### src/hw/rtl/htnm_pkg.sv
// Shared types, constants and command/status structs of the height to normal map block.
package htnm_pkg;

  localparam int MAX_WIDTH  = 256;
  localparam int MAX_HEIGHT = 4096;
  localparam int UNIT_Q12   = 4096;

  localparam int COL_W  = $clog2(MAX_WIDTH);
  localparam int WID_W  = $clog2(MAX_WIDTH + 1);
  localparam int ROW_W  = $clog2(MAX_HEIGHT + 1);
  localparam int ADDR_W = $clog2(3 * MAX_WIDTH);

  localparam int CFG_WIDTH_W  = 9;
  localparam int CFG_HEIGHT_W = 13;
  localparam int GAIN_W       = 16;
  localparam int CFG_DATA_W   = 16;
  localparam int CFG_IDX_W    = 2;

  localparam int MAG_W   = 24;  // |height difference| times gain
  localparam int L2_W    = 50;  // squared Q12 length
  localparam int Q_W     = 57;  // quotient of 2^56 by the squared length
  localparam int RS_W    = 29;  // reciprocal length, Q16
  localparam int MUL_A_W = 24;
  localparam int MUL_B_W = RS_W;
  localparam int PROD_W  = MUL_A_W + MUL_B_W;
  localparam int SUM_W   = 16;  // signed Q12 components of the summed vector

  typedef enum logic [CFG_IDX_W-1:0] {
    CFG_IMAGE_WIDTH  = 2'd0,
    CFG_IMAGE_HEIGHT = 2'd1,
    CFG_HEIGHT_SCALE = 2'd2
  } cfg_reg_t;

  typedef enum logic {
    OP_SAMPLE = 1'b0,
    OP_DRAIN  = 1'b1
  } op_t;

  typedef struct packed {
    op_t        op;
    logic [7:0] height;
  } req_t;

  typedef struct packed {
    logic signed [7:0] normal_x;
    logic signed [7:0] normal_y;
    logic              last_of_frame;
  } rsp_t;

  typedef enum logic [2:0] {
    RD_NONE = 3'd0,
    RD_C    = 3'd1,
    RD_R    = 3'd2,
    RD_L    = 3'd3,
    RD_U    = 3'd4
  } rd_sel_t;

  typedef enum logic [4:0] {
    MOP_NONE  = 5'd0,
    MOP_AX    = 5'd1,
    MOP_AY    = 5'd2,
    MOP_BX    = 5'd3,
    MOP_BY    = 5'd4,
    MOP_SQ_AX = 5'd5,
    MOP_SQ_AY = 5'd6,
    MOP_SQ_BX = 5'd7,
    MOP_SQ_BY = 5'd8,
    MOP_N_AX  = 5'd9,
    MOP_N_AY  = 5'd10,
    MOP_N_AZ  = 5'd11,
    MOP_N_BX  = 5'd12,
    MOP_N_BY  = 5'd13,
    MOP_N_BZ  = 5'd14,
    MOP_SQ_SX = 5'd15,
    MOP_SQ_SY = 5'd16,
    MOP_SQ_SZ = 5'd17,
    MOP_O_X   = 5'd18,
    MOP_O_Y   = 5'd19
  } mop_t;

  typedef enum logic [1:0] {
    RS_NONE = 2'd0,
    RS_A    = 2'd1,
    RS_B    = 2'd2,
    RS_S    = 2'd3
  } rs_dst_t;

  typedef struct packed {
    logic    take;
    logic    wr;
    rd_sel_t rd;
    mop_t    mop;
    logic    rs_start;
    rs_dst_t rs_ld;
    logic    out_ld;
  } cmd_t;

  typedef struct packed {
    logic store;
    logic emit;
    logic rs_done;
    logic rsp_free;
  } sts_t;

endpackage

### src/hw/rtl/htnm_ctrl.sv
// Controller: one-hot sequencer that steps the datapath through one item.
module htnm_ctrl (
  input  logic           clk,
  input  logic           rst,
  input  logic           req_valid,
  output logic           req_ready,
  input  htnm_pkg::sts_t sts,
  output htnm_pkg::cmd_t cmd
);
  import htnm_pkg::*;

  localparam int NS = 37;

  typedef enum logic [NS-1:0] {
    S_IDLE    = NS'(1) << 0,
    S_DECIDE  = NS'(1) << 1,
    S_RD_C    = NS'(1) << 2,
    S_RD_R    = NS'(1) << 3,
    S_RD_L    = NS'(1) << 4,
    S_RD_U    = NS'(1) << 5,
    S_RD_W    = NS'(1) << 6,
    S_AX      = NS'(1) << 7,
    S_AY      = NS'(1) << 8,
    S_BX      = NS'(1) << 9,
    S_BY      = NS'(1) << 10,
    S_SQ_AX   = NS'(1) << 11,
    S_SQ_AY   = NS'(1) << 12,
    S_A_SET   = NS'(1) << 13,
    S_A_GO    = NS'(1) << 14,
    S_A_WAIT  = NS'(1) << 15,
    S_SQ_BX   = NS'(1) << 16,
    S_SQ_BY   = NS'(1) << 17,
    S_B_SET   = NS'(1) << 18,
    S_B_GO    = NS'(1) << 19,
    S_B_WAIT  = NS'(1) << 20,
    S_N_AX    = NS'(1) << 21,
    S_N_AY    = NS'(1) << 22,
    S_N_AZ    = NS'(1) << 23,
    S_N_BX    = NS'(1) << 24,
    S_N_BY    = NS'(1) << 25,
    S_N_BZ    = NS'(1) << 26,
    S_SQ_SX   = NS'(1) << 27,
    S_SQ_SY   = NS'(1) << 28,
    S_SQ_SZ   = NS'(1) << 29,
    S_S_SET   = NS'(1) << 30,
    S_S_GO    = NS'(1) << 31,
    S_S_WAIT  = NS'(1) << 32,
    S_O_X     = NS'(1) << 33,
    S_O_Y     = NS'(1) << 34,
    S_O_W     = NS'(1) << 35,
    S_FIN     = NS'(1) << 36
  } state_t;

  state_t state, state_next;

  always_ff @(posedge clk) begin
    if (rst) begin
      state <= S_IDLE;
    end else begin
      state <= state_next;
    end
  end

  assign req_ready = (state == S_IDLE);

  always_comb begin
    state_next   = state;
    cmd.take     = 1'b0;
    cmd.wr       = 1'b0;
    cmd.rd       = RD_NONE;
    cmd.mop      = MOP_NONE;
    cmd.rs_start = 1'b0;
    cmd.rs_ld    = RS_NONE;
    cmd.out_ld   = 1'b0;
    case (state)
      S_IDLE: begin
        cmd.take = req_valid;
        if (req_valid) state_next = S_DECIDE;
      end
      S_DECIDE: begin
        cmd.wr     = sts.store;
        state_next = sts.emit ? S_RD_C : S_IDLE;
      end
      S_RD_C:  begin cmd.rd = RD_C; state_next = S_RD_R; end
      S_RD_R:  begin cmd.rd = RD_R; state_next = S_RD_L; end
      S_RD_L:  begin cmd.rd = RD_L; state_next = S_RD_U; end
      S_RD_U:  begin cmd.rd = RD_U; state_next = S_RD_W; end
      S_RD_W:  state_next = S_AX;
      S_AX:    begin cmd.mop = MOP_AX;    state_next = S_AY; end
      S_AY:    begin cmd.mop = MOP_AY;    state_next = S_BX; end
      S_BX:    begin cmd.mop = MOP_BX;    state_next = S_BY; end
      S_BY:    begin cmd.mop = MOP_BY;    state_next = S_SQ_AX; end
      S_SQ_AX: begin cmd.mop = MOP_SQ_AX; state_next = S_SQ_AY; end
      S_SQ_AY: begin cmd.mop = MOP_SQ_AY; state_next = S_A_SET; end
      S_A_SET: state_next = S_A_GO;
      S_A_GO:  begin cmd.rs_start = 1'b1; state_next = S_A_WAIT; end
      S_A_WAIT: begin
        if (sts.rs_done) begin
          cmd.rs_ld  = RS_A;
          state_next = S_SQ_BX;
        end
      end
      S_SQ_BX: begin cmd.mop = MOP_SQ_BX; state_next = S_SQ_BY; end
      S_SQ_BY: begin cmd.mop = MOP_SQ_BY; state_next = S_B_SET; end
      S_B_SET: state_next = S_B_GO;
      S_B_GO:  begin cmd.rs_start = 1'b1; state_next = S_B_WAIT; end
      S_B_WAIT: begin
        if (sts.rs_done) begin
          cmd.rs_ld  = RS_B;
          state_next = S_N_AX;
        end
      end
      S_N_AX:  begin cmd.mop = MOP_N_AX;  state_next = S_N_AY; end
      S_N_AY:  begin cmd.mop = MOP_N_AY;  state_next = S_N_AZ; end
      S_N_AZ:  begin cmd.mop = MOP_N_AZ;  state_next = S_N_BX; end
      S_N_BX:  begin cmd.mop = MOP_N_BX;  state_next = S_N_BY; end
      S_N_BY:  begin cmd.mop = MOP_N_BY;  state_next = S_N_BZ; end
      S_N_BZ:  begin cmd.mop = MOP_N_BZ;  state_next = S_SQ_SX; end
      S_SQ_SX: begin cmd.mop = MOP_SQ_SX; state_next = S_SQ_SY; end
      S_SQ_SY: begin cmd.mop = MOP_SQ_SY; state_next = S_SQ_SZ; end
      S_SQ_SZ: begin cmd.mop = MOP_SQ_SZ; state_next = S_S_SET; end
      S_S_SET: state_next = S_S_GO;
      S_S_GO:  begin cmd.rs_start = 1'b1; state_next = S_S_WAIT; end
      S_S_WAIT: begin
        if (sts.rs_done) begin
          cmd.rs_ld  = RS_S;
          state_next = S_O_X;
        end
      end
      S_O_X:   begin cmd.mop = MOP_O_X; state_next = S_O_Y; end
      S_O_Y:   begin cmd.mop = MOP_O_Y; state_next = S_O_W; end
      S_O_W:   state_next = S_FIN;
      S_FIN: begin
        if (sts.rsp_free) begin
          cmd.out_ld = 1'b1;
          state_next = S_IDLE;
        end
      end
      default: state_next = S_IDLE;
    endcase
  end

endmodule

### config.mk
export PLATFORM = sky130hd
export DESIGN_NAME = htnm_ctrl
export DESIGN_NICKNAME = d
export VERILOG_FILES = /design/src/hw/rtl/htnm_pkg.sv /design/src/hw/rtl/htnm_ctrl.sv
export SDC_FILE = /design/constraint.sdc
export NUM_CORES = 1
export LEC_CHECK = 0
export BUFFER_PORTS_ARGS = -buffer_cell sky130_fd_sc_hd__buf_2
export CAP_MARGIN = 15
export CORE_ASPECT_RATIO = 0.8
export CORE_UTILIZATION = 52
export DETAILED_ROUTE_END_ITERATION = 10
export GPL_TIMING_DRIVEN = 0
export PLACE_DENSITY = 0.72
export SETUP_SLACK_MARGIN = 0.4
export SLEW_MARGIN = 15
export SYNTH_ARGS = -nofsm -noshare
export SYNTH_HDL_FRONTEND = slang
export SYNTH_SLANG_ARGS = --single-unit
### constraint.sdc
create_clock -name clk -period 3.25 [get_ports clk]
set_input_delay 0.1625 -clock clk [delete_from_list [all_inputs] [get_ports clk]]
set_output_delay 0.1625 -clock clk [all_outputs]
set_load 0.01 [all_outputs]
# Word level (Yosys, flattened, before mapping)
# Index checks and enable logic that the tools add are counted.
word_totals:
  register_bits: 37
  output_inout_bits: 15
op_classes:
  n_eq_ne: 42
  muxes: 18
  reduce_logical: 2
ops:
  columns: ["cell", "n"]
  rows:
  - ["$pmux W37 S37", 1]
  - ["$mux W37", 5]
  - ["$pmux W5 S19", 1]
  - ["$eq A37 B1 Y1 const B", 1]
  - ["$eq A37 B10 Y1 const B", 1]
  - ["$eq A37 B11 Y1 const B", 1]
  - ["$eq A37 B12 Y1 const B", 1]
  - ["$eq A37 B13 Y1 const B", 1]
  - ["$eq A37 B14 Y1 const B", 1]
  - ["$eq A37 B15 Y1 const B", 1]
  - ["$eq A37 B16 Y1 const B", 1]
  - ["$eq A37 B17 Y1 const B", 1]
  - ["$eq A37 B18 Y1 const B", 1]
  - ["$eq A37 B19 Y1 const B", 1]
  - ["$eq A37 B2 Y1 const B", 1]
  - ["$eq A37 B20 Y1 const B", 1]
  - ["$eq A37 B21 Y1 const B", 1]
  - ["$eq A37 B22 Y1 const B", 1]
  - ["$eq A37 B23 Y1 const B", 1]
  - ["$eq A37 B24 Y1 const B", 1]
  - ["$eq A37 B25 Y1 const B", 1]
  - ["$eq A37 B26 Y1 const B", 1]
  - ["$eq A37 B27 Y1 const B", 1]
  - ["$eq A37 B28 Y1 const B", 1]
  - ["24 further kinds", 34]

# Logic depth before layout (Yosys ltp)
logic_depth:
  ltp_word: 3
  mapped_depth: 9

# Least setup slack after synthesis
# Ideal clock, no wire load.
synth_path:
  kind: "register to output"
  start: "reg state[28]"
  end: "out cmd[4] (netlist name)"
  arrival_time_ns: 2.421
  required_ns: 3.087
  slack_ns: 0.667
  path_stages_with_launch: 9
  path_buffers: 1
  path_cell_list: "dfxtp_1 -> buf_2 -> or4_4 -> nor4_4 -> nand2_1 -> or4_1 -> o22ai_1 -> nor2b_1 -> nand4_1"
synth_rtl:
  columns: ["element", "line_no", "rtl"]
  rows:
  - ["start, declared", "htnm_ctrl.sv:54", "state_t state, state_next;"]
  - ["start signal, assigned", "htnm_ctrl.sv:60", "state <= state_next;"]
  - ["end, declared", "htnm_ctrl.sv:8", "output htnm_pkg::cmd_t cmd"]

==> run metrics <==
worst vdd rail ir drop=334.8 uV; ys async rst share=0%; fin crit period=2914 ps; Num CTS Buffers=5; reg-to-reg startpoint=state[0]; Leak=1.137 nW; Worst-path clk slew=70 ps; antenna-violating nets left=0; sw power=245.4 uW; Final Wtd Congestion=0.9285; initial antenna violation count=0; H-tree levels=2; ys flop type=dfxtp_1; reg-to-reg setup timing slack=420 ps; Tcrit/Tclk final=89.65%; I/O Buffers=20; Worst Path Class, Setup=flop to primary output; Root Driver=clkbuf_8; CTS tree=yes; number of synthesized flops with an enable pin=0; Setup Viol. Count Final=0; crit path DAT=2750 ps; Post-Syn Area per Cell=8.208 um2; initial core utilization=55.99%; setup_tns=0 ps; #FFs+latches synth=37; first-pass GRT wire length=9.756 mm; routed wire length=6.546 mm; DIE WIDTH=74.72 um; post-synthesis sequential area ratio=33.67%; CP top delay family=simple AND/OR/NAND/NOR gates; synthesized area=2200 um2; layout cells sized above 1=33.75%; Synth Net Count=275; hold path startpoint=sts[2]; WHS Path Cells=2; vias per inst=6.376; commonest non-fill, non-tap cell in the layout=nor2_1; clock latency on the worst-skew pair=290 ps; initial drt markers=191; reg2reg end=state[28]; DIE AREA=4496 um2; First-pass DRT Iterations=4; Setup crit start kind=flop; Cells after DPL=343; hold path endpoint=state[2]; all-layer global routing usage=29.92%; yosys synthesis warning count=0; achievable frequency=0.3432 GHz; largest stage delay on the critical path=600 ps; Finished Layout Cells=372; largest registers=state (37); Crit-path slowest cell=or4_4; Worst Path Max Fanout=10; clock power share=35.3%; final hold violations=0; commonest cells after routing, fill and taps aside=34 x nor2_1, 32 x dfxtp_1, 21 x buf_2, 21 x buf_4, 19 x nor4_1; Routed WL per cell=17.60 um; RSZ-0062 raised after global routing=yes; HP Class=input pin to flop; status=finished clean; Pwr Density=324.6 nW/um2; Total Nets Final=324; synth unique cells=52; Final HPWL DP=4.347 mm; worst-margin pin slew=672.1 ps; # diodes=0; vias=2372; crit-path cells=or4_4 -> nor4_4 -> buf_6 -> nand3b_1 -> nor4bb_2 -> nor3_1 -> nand4_1 -> buf_2; clock sink count=37; Maximum Capacitance Violations=0; worst relative slew slack=54.78%; # DRC=0; Net Sw Frac=26.40%; combinational share of power=15.4%; Crit path buffers/inverters=2; Flop pwr share=49.4%; Int Power=684.2 uW; R2R depth=10; maximum clock path buffer count=2; area added between synthesis and finish=30.20%; Core ar.=3929 um2; Top reg by flops=state; max reg flops=37; clk_skew=8.975 ps; row count=20; Worst EP required=3090 ps; number of primary I/O pins=22; crit end category=primary output; Synth Instances=268; Die Height=60.17 um; Max Slew Vio Count=0; gr ovfl total=0; number of global-route vias before repair=1997; largest net degree at the start of global routing=11
[layer usage]
layer,track usage (%),part of all wire (%),vias up
met5,0,0,-
met4,11.86,2.2,0
met3,5.565,6.1,15
met2,44.27,44,86
met1,42.70,48,1143
li1,-,-,1128
[power by group through the flow]
stage               combinational [mW]  clock (mW)  sequential [mW]
global placement                0.0997           0            0.471
CTS                              0.119       0.330            0.459
global route                     0.151       0.349            0.459
finish                           0.143       0.328            0.459
floorplan                       0.0721           0            0.469
detailed placement               0.100           0            0.470
[kinds of logic (layout without fill, tap and decap cells)]
group,after synthesis,after routing,share of synthesized area [%]
xor+xnor,8,8,3.185
mux,1,1,0.4551
compound gates,25,25,8.135
simple gates,176,176,49.89
buf+inv,21,70,4.664
flops,37,37,33.67
[how the worst max path moves through the flow]
stage	to	slack [ps]	from	cells past startpoint
after floorplan	cmd[4]	670	state[28]	8
after global placement	cmd[4]	300	state[16]	9
after detailed placement	cmd[4]	280	state[16]	9
after CTS	cmd[12]	260	state[17]	9
after global routing	cmd[12]	260	state[22]	9
final	cmd[5]	340	state[0]	8
[Yosys cell counts, types with 2 or more instances]
| master | n | area, um2 |
|---|---|---|
| nor2_1 | 38 | 142.6 |
| dfxtp_1 | 37 | 740.7 |
| nor4_1 | 21 | 131.4 |
| nand2_1 | 16 | 60.06 |
| nand4_1 | 15 | 93.84 |
| nor3_1 | 15 | 75.07 |
| or4_1 | 12 | 90.09 |
| nand3_1 | 8 | 40.04 |
| nor4b_1 | 8 | 70.07 |
| inv_1 | 7 | 26.28 |
| a21oi_1 | 6 | 30.03 |
| clkbuf_1 | 6 | 22.52 |
| nor4bb_1 | 6 | 60.06 |
| or3_1 | 6 | 37.54 |
| nand2b_1 | 5 | 31.28 |
| o21ai_0 | 5 | 25.02 |
| buf_2 | 4 | 20.02 |
| or4b_2 | 4 | 40.04 |
| xnor2_1 | 4 | 35.03 |
| xor2_1 | 4 | 35.03 |
| nand4b_1 | 3 | 26.28 |
| or2_2 | 3 | 18.77 |
| and4_1 | 2 | 17.52 |
| buf_6 | 2 | 22.52 |
| nor4_4 | 2 | 42.54 |
| nor4b_2 | 2 | 30.03 |
| o2111ai_1 | 2 | 17.52 |
[area by class of cell]
| class | count | area, um2 |
|---|---|---|
| Fill cell | 312 | 1065 |
| Tap cell | 55 | 68.82 |
| Multi-Input combinational cell | 210 | 1520 |
| Buffer | 14 | 128.9 |
| Sequential cell | 37 | 752.0 |
| Timing Repair Buffer | 42 | 281.5 |
| Inverter | 7 | 26.28 |
| Clock buffer | 7 | 86.33 |
[stage by stage]
stage / hold WS, ps / instance area (um2) / power, mW / util [%] / setup WS [ps]
detailed placement: 448.7 / 2369 / 0.5705 / 60.29 / 278.7
global route: 152.2 / 2864 / 0.9587 / 72.90 / 258.4
CTS: 140.5 / 2696 / 0.9073 / 68.63 / 260.3
finish: 142.7 / 2864 / 0.9296 / 72.90 / 336.3
floorplan: 326.2 / 2200 / 0.5414 / - / 666.5
global placement: 441.6 / 2369 / 0.5702 / 60.29 / 296.6
[what timing repair did]
action                                  in CTS  in global routing
setup buffers                               14                  8
endpoints found under the setup margin      36                 38
hold buffers                                 0                  0
pin swaps                                    8                 17
gates resized for setup                     29                 42
No activity file was read; power rests on OpenSTA's default activity.
